--- src/rtl/falu_pkg.sv ---
// shared types and constants of the q24.8 fixed-point alu
// used by falu_cell, falu_finish and the top level; no dependencies
package falu_pkg;

    // operation codes
    typedef enum logic [3:0] {
        OP_ADD      = 4'd0,
        OP_SUB      = 4'd1,
        OP_MUL      = 4'd2,
        OP_DIV      = 4'd3,
        OP_MIN      = 4'd4,
        OP_MAX      = 4'd5,
        OP_INC      = 4'd6,
        OP_DEC      = 4'd7,
        OP_TO_INT   = 4'd8,
        OP_FROM_INT = 4'd9,
        OP_CMP      = 4'd10
    } op_t;

    // fault codes
    localparam logic [1:0] FAULT_NONE = 2'd0;
    localparam logic [1:0] FAULT_DIV0 = 2'd1;
    localparam logic [1:0] FAULT_OVF  = 2'd2;

    // dividend field holds |a| << FRAC_BITS left aligned, room for up to 16 fraction bits
    localparam int NUM_W = 48;

    // one request as it moves down the chain
    typedef struct packed {
        logic [3:0]         op;
        logic signed [31:0] a;
        logic signed [31:0] b;
        logic signed [63:0] prod;
        logic [31:0]        dvs;
        logic [NUM_W-1:0]   num;
        logic [31:0]        rem;
        logic [NUM_W-1:0]   quot;
    } item_t;

endpackage

--- src/rtl/falu_cell.sv ---
// one divider cell: a restoring step on one dividend bit, payload carried along
// depends on falu_pkg
module falu_cell (
    input  logic           aclk,
    input  logic           aresetn,
    input  logic           en,
    input  logic           in_valid,
    input  falu_pkg::item_t in_item,
    output logic           out_valid,
    output falu_pkg::item_t out_item
);
    import falu_pkg::*;

    logic            valid_reg;
    item_t           item_reg;
    item_t           item_next;
    logic [32:0]     rem_ext;
    logic [32:0]     rem_diff;
    logic            ge;

    // shift in the next dividend bit and try a subtract
    always_comb begin
        rem_ext   = {in_item.rem, in_item.num[NUM_W-1]};
        rem_diff  = rem_ext - {1'b0, in_item.dvs};
        ge        = (rem_ext >= {1'b0, in_item.dvs});
        item_next = in_item;
        item_next.rem  = ge ? rem_diff[31:0] : rem_ext[31:0];
        item_next.num  = {in_item.num[NUM_W-2:0], 1'b0};
        item_next.quot = {in_item.quot[NUM_W-2:0], ge};
    end

    always_ff @(posedge aclk) begin
        if (!aresetn) begin
            valid_reg <= 1'b0;
        end else if (en) begin
            valid_reg <= in_valid;
        end
        if (en) begin
            item_reg <= item_next;
        end
    end

    assign out_valid = valid_reg;
    assign out_item  = item_reg;
endmodule

--- config.mk ---
export PLATFORM = sky130hd
export DESIGN_NAME = falu_cell
export DESIGN_NICKNAME = d
export VERILOG_FILES = /design/src/rtl/falu_pkg.sv /design/src/rtl/falu_cell.sv
export SDC_FILE = /design/constraint.sdc
export NUM_CORES = 1
export LEC_CHECK = 0
export BUFFER_PORTS_ARGS = -buffer_cell sky130_fd_sc_hd__buf_2
export CAP_MARGIN = 20
export CORE_AREA = 2 2 226 228
export CTS_CLUSTER_SIZE = 8
export DETAILED_ROUTE_END_ITERATION = 8
export DIE_AREA = 0 0 228 230
export HOLD_SLACK_MARGIN = 0.03
export PLACE_DENSITY = 0.44
export RECOVER_POWER = 50
export SETUP_SLACK_MARGIN = 0.05
export SLEW_MARGIN = 5
export SYNTH_ARGS = -nofsm -noshare
export SYNTH_HDL_FRONTEND = slang
export SYNTH_SLANG_ARGS = --single-unit
--- constraint.sdc ---
create_clock -name aclk -period 3.1 [get_ports aclk]
set_input_delay 0 -clock aclk [delete_from_list [all_inputs] [get_ports aclk]]
set_output_delay 0 -clock aclk [all_outputs]
set_load 0.01 [all_outputs]
==> impl_metrics.ini, run 1 <==
[outcome]
outcome = completed

[place]
place_ws_ps = -33.93
dp_hpwl_mm = 33.75
place_inst = 1910
gp_congestion = 0.8649
dpl_cell_area_um2 = 14970
port_buffers = 586

[routing]
routed_via_density = 4.032
wirelength_mm = 45.05
routed-via-count = 9164
drc_errors = 0
drt.antenna.violating_nets = 0
drt-pass1-iter-count = 4
initialDrtViolationCount = 419
wl_per_cell_um = 19.82

[finish]
regArea_um2 = 8758
fillCellCount = 4976
design_area_um2 = 18980
instances_no_fill = 2273
multiInputGateArea_um2 = 2012
drive_gt1_share_pct = 33.12
fin_nets = 1908
fin_util_pct = 38.07
area_delta_synth_final_pct = 72.68

[cts]
clk_latency_ps = 540
clk_path_buf_depth = 3
clk_pin_slew_ps = 50
cts_sinks = 292
cts_tree = yes
root_buffer = clkbuf_16
cts_buffers = 43
cts_max_level = 2

[floorplanning]
dieArea_um2 = 52440
fp.dieH_um = 230
rows = 82
coreArea_um2 = 49860
initial_core_util_pct = 22.05
die_w_um = 228
io_pins = 589

[sta]
worstMarginPinSlew_ps = 638.8
fin_ws_ps = 166.8
rsz0062_at_grt = false
fin_skew_ps = 0
fmax_mhz = 340.9
hold_viol = 0
finalCritPeriodShare_pct = 94.62
layout_min_cycle_time_ps = 2933
timing.hold.ws_ps = 166.3
finalSetupViolCount = 0
slew_violations = 0
slew_headroom_pct = 57.41
fin_tns_setup_ps = 0

[power]
power_mw = 10.95
p_leak_nw = 7.811
pwr_density_cell_nw_per_um2 = 576.6
peakVddDrop_mv = 0.3251

[synthesis]
yosys.area.top_type = edfxtp_1
syn_inst = 639
syn_nets = 968
async_flop_share_pct = 0
syn_area_per_cell_um2 = 17.20
yosysSeqAreaShare_pct = 79.67
synth.distinct_cells = 49
synth_area_leaders = edfxtp_1 (79%), ha_1 (3.6%), a21oi_1 (2.5%), inv_1 (1.3%), xnor2_1 (1.3%)
yosysWarnings = 0
synth_edf_count = 291
synthTopCellsByCount = edfxtp_1 (291), a21oi_1 (54), inv_1 (38)
syn_area_um2 = 10990
ys.flop_type = edfxtp_1
synth_top_area_share_pct = 79.49
synth.most_common_cell = edfxtp_1
synth_seq_cells = 292

[worst_setup_path]
critPathRequiredTime_ps = 3390
startpoint_type = input pin
cp_max_fo = 20
critical_path_class = in -> reg
cp.arrival_ps = 3220
endpoint_kind = flip-flop

[worst_hold_path]
hp-class = in -> reg

[global_route]
grt_busiest_layer = met2
grt.total_usage_pct = 16.57
grt_pass1_wl_mm = 64.18
antenna_found_initial = 8
gr-usage-met3_pct = 4.886
met2_usage_pct = 30.41
grt_pass1_vias = 9682
grt_overflow_total = 0
grt_max_degree = 80
grt_use_met1_pct = 17.61

[flow_run]
cap_violations = 0
critical path, cell delays in order:
cell and delay (ps):
dlygate4sd3_1 520, clkbuf_1 180, inv_1 70, ha_1 300
nand4_1 170, or4_1 490, a21oi_1 130, nor3_1 100
a211oi_2 250, o21ai_2 130, o31ai_4 310, buf_12 210
mux2_2 340
power by group:
part	switching, mW	internal (mW)	total [mW]	leakage [nW]
clock	1.69	2.64	4.33	0.587
combinational	0.946	0.818	1.76	4.37
sequential	0.0940	4.76	4.85	2.86
total	2.73	8.22	10.9	7.81
path summary, 6_finish.rpt:
check                             startpoint  cells past startpoint            end  slack [ps]
worst max-delay path            in_item[143]                     13   out_item[55]         170
worst min-delay path            in_item[274]                      2  out_item[274]         170
worst max register to register     out_valid                      3      out_valid        1950
worst min register to register     out_valid                      3      out_valid        1070
registers in the layout (all words and copies together), names as in the netlist:
register and count:
out_item 291, out_valid 1
logic make-up (layout without fill, tap and decap cells):
family | Yosys count | after routing | share of synthesized area, %
compound gates | 118 | 118 | 6.693
flops | 292 | 292 | 79.67
other cells | 1 | 5 | 0.03411
mux | 13 | 13 | 1.297
buf+inv | 56 | 1014 | 2.151
fa+ha+maj | 33 | 33 | 3.824
simple gates | 99 | 99 | 4.177
xor+xnor | 27 | 27 | 2.151
per-layer routing:
layer  up-vias  routed length, µm
li1       4314                  -
met1      4399              16470
met2       358              23700
met3        85               2862
met4         8               1950
met5         -                 57
cells in the final DEF (no fill, tap or decap), types with 2 or more instances in the layout:
cell type        n
nor2_1          36
nand3_1          8
edfxtp_1       291
dlygate4sd3_1  295
a21o_1          12
nand4_1          7
nand2_1         27
mux2_1           4
nand2b_1         4
a31oi_1          4
nor2b_1          3
a211o_1          2
inv_1           38
o21bai_1         3
and4_1           2
clkbuf_1       163
clkbuf_16       44
xnor2_1         16
o22ai_1          2
nor3_1           2
diode_2          4
nor4_1           4
buf_12           4
ha_1            32
mux2i_1          3
o21a_1           6
clkbuf_2         4
a211oi_1         3
clkinv_1         2
buf_4           27
mux2_2           6
o21ai_0         15
buf_2          432
xor2_1          11
a21oi_1         54
a2bb2oi_1        2
o211ai_1         4
area by class of cell:
| class | count | area share (%) |
|---|---|---|
| tap | 672 | 4.429 |
| clock inverter | 5 | 0.3296 |
| clock buffer | 58 | 6.077 |
| timing repair buffer | 913 | 31.62 |
| multi-input combinational | 291 | 10.60 |
| sequential | 292 | 46.14 |
| antenna | 4 | 0.05273 |
| inverter | 38 | 0.7514 |
timing repair:
item                                    CTS  global route
resized for setup                         0             4
endpoints found under the hold margin   365             0
setup buffers                             0             1
hold buffers                            295             0
endpoints found under the setup margin    0            24
No activity file was read; power rests on OpenSTA's default activity.
==> run 2: changes to the inputs <==
==> constraint.sdc (replaced) <==
create_clock -name aclk -period 3.1 [get_ports aclk]
set_input_delay 0.465 -clock aclk [delete_from_list [all_inputs] [get_ports aclk]]
set_output_delay 0.465 -clock aclk [all_outputs]
set_load 0.01 [all_outputs]
==> run 2 against run 1 <==
Effect of this change: critical path type unchanged; critical path depth unchanged; first-iteration DRC count is 9.1% lower; hold slack lost 72 ps; sequential power is essentially flat; combinational power shrank 13%; fmax increased by 0.70%; the run now ends with max-capacitance violations, max-slew violations left; count of clock-buffer cells in the layout down 7; setup slack improved by 20 ps; register-to-register slack improved by 530 ps; flip-flop and latch count is the same; via count is 11% lower.
==> impl_metrics.ini, run 2 (same netlist as run 1, synthesis figures left out) <==
[cts]
ctsHoldBuffers = 0
cts_max_level = 2
post_cts_buffers = 0
root_buffer = clkbuf_16
clk_pin_slew_ps = 50
clk_path_buf_depth = 3
cts_tree = yes
post_cts_resized = 0
cts_buffers = 43
cts_sinks = 292
clk_latency_ps = 530

[finish]
design_area_um2 = 16450
fin_nets = 1644
area_delta_synth_final_pct = 49.62
instances_no_fill = 2002
layout_commonest_cell = buf_2
regArea_um2 = 8758
drive_gt1_share_pct = 52.75
fillCellCount = 5048
multiInputGateArea_um2 = 2130
layout_common_cells = buf_2 (557), edfxtp_1 (291), buf_4 (54)
largest_register_ffs = 291

[worst_setup_path]
startpoint_type = input pin
slowest_stage = fa_1
endpoint_kind = flip-flop
cp_max_fo = 3
crit_chain = buf_2 -> inv_1 -> ha_1 -> fa_1 -> nand2b_1 -> a21oi_1 -> o21ai_0 -> o311a_1 -> a31oi_2 -> a21oi_2 -> o41ai_2 -> xor2_1 -> mux2_4
cp.arrival_ps = 3190
critical_path_class = in -> reg
cp_top_family = compound AO/OA/AOI/OAI gates
path_buf_inv = 2
critPathRequiredTime_ps = 3380
cp_slowest_stage_delay_ps = 420

[place]
gp_congestion = 0.8777
place_inst = 1942
dpl_cell_area_um2 = 15330
dp_hpwl_mm = 34.62
port_buffers = 586

[floorplanning]
rows = 82
dieArea_um2 = 52440
io_pins = 589
coreArea_um2 = 49860
fp.dieH_um = 230
die_w_um = 228
initial_core_util_pct = 22.05

[sta]
layout_min_cycle_time_ps = 2913
fin_skew_ps = 0
rsz0062_at_grt = false
finalSetupViolCount = 0
hold_viol = 0
worstMarginPinSlew_ps = 1967
fmax_mhz = 343.3
slew_violations = 73
slew_headroom_pct = -31.17
finalCritPeriodShare_pct = 93.96

[routing]
wirelength_mm = 43.21
drt.antenna.violating_nets = 0
wl_per_cell_um = 21.58
drc_errors = 0
drt-pass1-iter-count = 4
routed-via-count = 8159
initialDrtViolationCount = 381
routed_via_density = 4.075

[global_route]
grt_overflow_total = 0
grt_pass1_wl_mm = 59.20
grt_pass1_vias = 8161
antenna_found_initial = 19
grt.total_usage_pct = 15.76
grt_max_degree = 73

[flow_run]
cap_violations = 1

[power]
pwr_density_cell_nw_per_um2 = 646.0
peakVddDrop_mv = 0.2979
p_leak_nw = 7.038

[worst_hold_path]
hp-class = in -> reg

[outcome]
violations = max-capacitance violations, max-slew violations
outcome = finished, violations left
run 2: worst paths after layout:
kind | start | to | cells past startpoint | slack [ps]
max | in_item[127] | out_item[78] | 13 | 190
min reg2reg | out_valid | out_valid | 2 | 520
min | in_item[95] | out_item[96] | 1 | 90
max reg2reg | out_valid | out_valid | 2 | 2480
run 2: worst register-to-register path, stage by stage (launching register included):
cell     delay (ps)
dfxtp_1         300
mux2i_1         120
nor2b_1          80
run 2: metrics by stage:
step                      total power [mW]  utilization, %  hold WS, ps  setup slack, ps  TNS [ps]
final                                10.63           32.99        94.51            187.1         0
after global placement               6.490           30.74        496.1           -425.8     -6669
after detailed placement             6.491           30.74        541.0           -477.4     -7704
after global routing                 11.11           32.97        53.68            78.09         0
after CTS                            10.86           33.11        47.31            109.7         0
after floorplan                      5.563               -        538.3           -18.93    -75.71
run 2: final cells by class:
type | count | share of cell area, %
clock buffers | 51 | 6.785
diodes | 5 | 0.07607
flip-flops and latches | 292 | 53.25
repair buffers | 649 | 20.48
multi-input cells | 291 | 12.95
clock inverters | 4 | 0.4108
well taps | 672 | 5.112
inverters | 38 | 0.9433
run 2: metal layers:
| layer | GRT usage (%) | wire, µm | vias up |
|---|---|---|---|
| met4 | 5.331 | 1254 | 26 |
| met2 | 29.35 | 23210 | 335 |
| met5 | 0 | 173 | - |
| li1 | - | - | 3778 |
| met3 | 6.386 | 3690 | 86 |
| met1 | 15.85 | 14880 | 3934 |
run 2: power breakdown:
part	leakage, nW	internal [mW]	switching [mW]
Combinational	3.60	0.655	0.877
Sequential	2.86	4.76	0.0812
Clock	0.577	2.58	1.67
==> run 3: changes to the inputs <==
Settings changed: SETUP_SLACK_MARGIN 0.05 to 0.3.
==> run 3 against run 2 <==
Effect of this change: die area is the same; the run still ends with max-capacitance violations, max-slew violations left; setup slack gained 86 ps; fmax grew 3.1%; hold slack lost 7.8 ps; first-iteration DRC count grew 3.1%; final cell count grew 0.50%; critical endpoint is now out_item[76]; critical path type unchanged; flip-flop and latch count is the same; count of clock-buffer cells in the layout grew 5; power grew 0.26%; largest power group unchanged; global-route usage shrank 0.31 points; sequential power is essentially flat; routed wire length shrank 2.0%.
==> impl_metrics.ini, run 3 (same netlist as run 1, synthesis figures left out) <==
[sta]
fin_skew_ps = 0
timing.hold.ws_ps = 86.67
fin_ws_ps = 273.5
fmax_mhz = 353.8
slew_headroom_pct = -26.99
rsz0062_at_grt = false
layout_min_cycle_time_ps = 2826
slew_violations = 67
worstMarginPinSlew_ps = 1905
hold_viol = 0
finalCritPeriodShare_pct = 91.18
finalSetupViolCount = 0

[routing]
wl_per_cell_um = 21.05
drt-pass1-iter-count = 6
drc_errors = 0
initialDrtViolationCount = 393
wirelength_mm = 42.36
routed_via_density = 4.044
drt.antenna.violating_nets = 0
routed-via-count = 8136

[worst_hold_path]
min_from = in_item[29]
hp-class = in -> reg
worstHoldEndpoint = out_item[30]
hold_depth = 1

[cts]
clk_pin_slew_ps = 50
cts_sinks = 292
cts_tree = yes
clk_path_buf_depth = 3
cts_buffers = 43
clk_latency_ps = 540
cts_max_level = 2
root_buffer = clkbuf_16

[floorplanning]
fp.dieH_um = 230
rows = 82
io_pins = 589
die_w_um = 228
initial_core_util_pct = 22.05
dieArea_um2 = 52440
coreArea_um2 = 49860

[worst_setup_path]
critical_path_class = in -> reg
reg2reg_from = out_valid
cp_max_fo = 11
crit_chain = clkbuf_1 -> inv_12 -> ha_4 -> nand4_1 -> or4_4 -> a21oi_2 -> nor3_2 -> a211oi_2 -> o21ai_2 -> o31ai_4 -> buf_6 -> clkbuf_16 -> nor2_1 -> a41o_1
critPathRequiredTime_ps = 3390
slowest_stage = or4_4
cp.arrival_ps = 3120
r2r_slack_ps = 2510
path_buf_inv = 4
cp_top_family = compound AO/OA/AOI/OAI gates
r2r_end = out_valid
cp_slowest_stage_delay_ps = 550
r2r_cells = 2
endpoint_kind = flip-flop
startpoint_type = input pin

[place]
place_inst = 1937
port_buffers = 586
dp_hpwl_mm = 33.53
place_ws_ps = -483.7
dpl_cell_area_um2 = 15300
gp_congestion = 0.8731

[finish]
layout_commonest_cell = buf_2
regArea_um2 = 8758
largest_register_ffs = 291
fillCellCount = 5062
layout_common_cells = buf_2 (554), edfxtp_1 (291), buf_4 (55)
fin_nets = 1647
multiInputGateArea_um2 = 2201
area_delta_synth_final_pct = 51.24
drive_gt1_share_pct = 52.77
design_area_um2 = 16630
instances_no_fill = 2012

[global_route]
grt_overflow_total = 0
grt_max_degree = 70
grt_pass1_wl_mm = 58.26
antenna_found_initial = 12
grt.total_usage_pct = 15.45
grt_pass1_vias = 8217

[power]
pwr_density_cell_nw_per_um2 = 640.8
p_leak_nw = 7.073
peakVddDrop_mv = 0.3872

[outcome]
violations = max-capacitance violations, max-slew violations
outcome = finished, violations left

[flow_run]
cap_violations = 1
[run 3: cell count changes in the layout (fill, tap and decap cells not counted), sizes merged]
cell / previous run / this run
clkbuf: 88 / 92
buf: 612 / 614
dlygate4sd3: 0 / 2
bufinv: 1 / 0
clkinvlp: 0 / 1
diode: 5 / 6
inv: 38 / 39
[run 3: worst max path at each step]
| stage | startpoint | endpoint | slack [ps] | cells past startpoint |
|---|---|---|---|---|
| after CTS | in_item[146] | out_item[54] | 300 | 12 |
| after global placement | in_item[127] | out_item[78] | -450 | 13 |
| after detailed placement | in_item[127] | out_item[78] | -480 | 13 |
| after floorplan | in_item[135] | out_item[61] | -20 | 12 |
| after global routing | in_item[135] | out_item[76] | 200 | 14 |
| final | in_item[135] | out_item[76] | 270 | 14 |
[run 3: routing by layer]
metal / global-route usage [%] / wire, µm / up-vias
met5: 0 / 84 / -
met3: 5.270 / 3181 / 83
met4: 6.373 / 1448 / 12
li1: - / - / 3793
met1: 16.17 / 15180 / 3919
met2: 28.25 / 22470 / 329
[run 3: through the flow]
stage               TNS (ps)  utilization (%)  power, mW
finish                     0            33.34      10.65
global route               0            33.32      11.13
CTS                        0            33.19      10.84
detailed placement     -7672            30.69      6.480
global placement       -5594            30.69      6.484
floorplan             -75.46                -      5.563
[run 3: where the power goes]
part | switching (mW) | internal (mW) | total [mW]
sequential | 0.0889 | 4.76 | 4.85
clock | 1.70 | 2.54 | 4.24
combinational | 0.885 | 0.679 | 1.56
total | 2.68 | 7.98 | 10.7
[run 3: final cells by class]
cell class	instances	area share (%)
clock buffer	56	6.826
tap	672	5.057
sequential	292	52.68
multi-input combinational	291	13.24
timing repair buffer	652	20.78
antenna	6	0.09031
inverter	38	0.9332
clock inverter	5	0.3989
[run 3: what timing repair did]
action | in CTS | in global routing
endpoints found under the hold margin | 2 | 0
buffers inserted | 1 | 4
pin swaps | 1 | 9
hold buffers | 2 | 0
cloned | 0 | 1
gates resized for setup | 4 | 12
setup endpoints to repair | 8 | 20
[run 3: worst register-to-register path, delay by kind of cell (launching register included)]
family,cells,cell delay (ps)
and+or+nand+nor,1,50
muxes,1,120
DFF,1,310
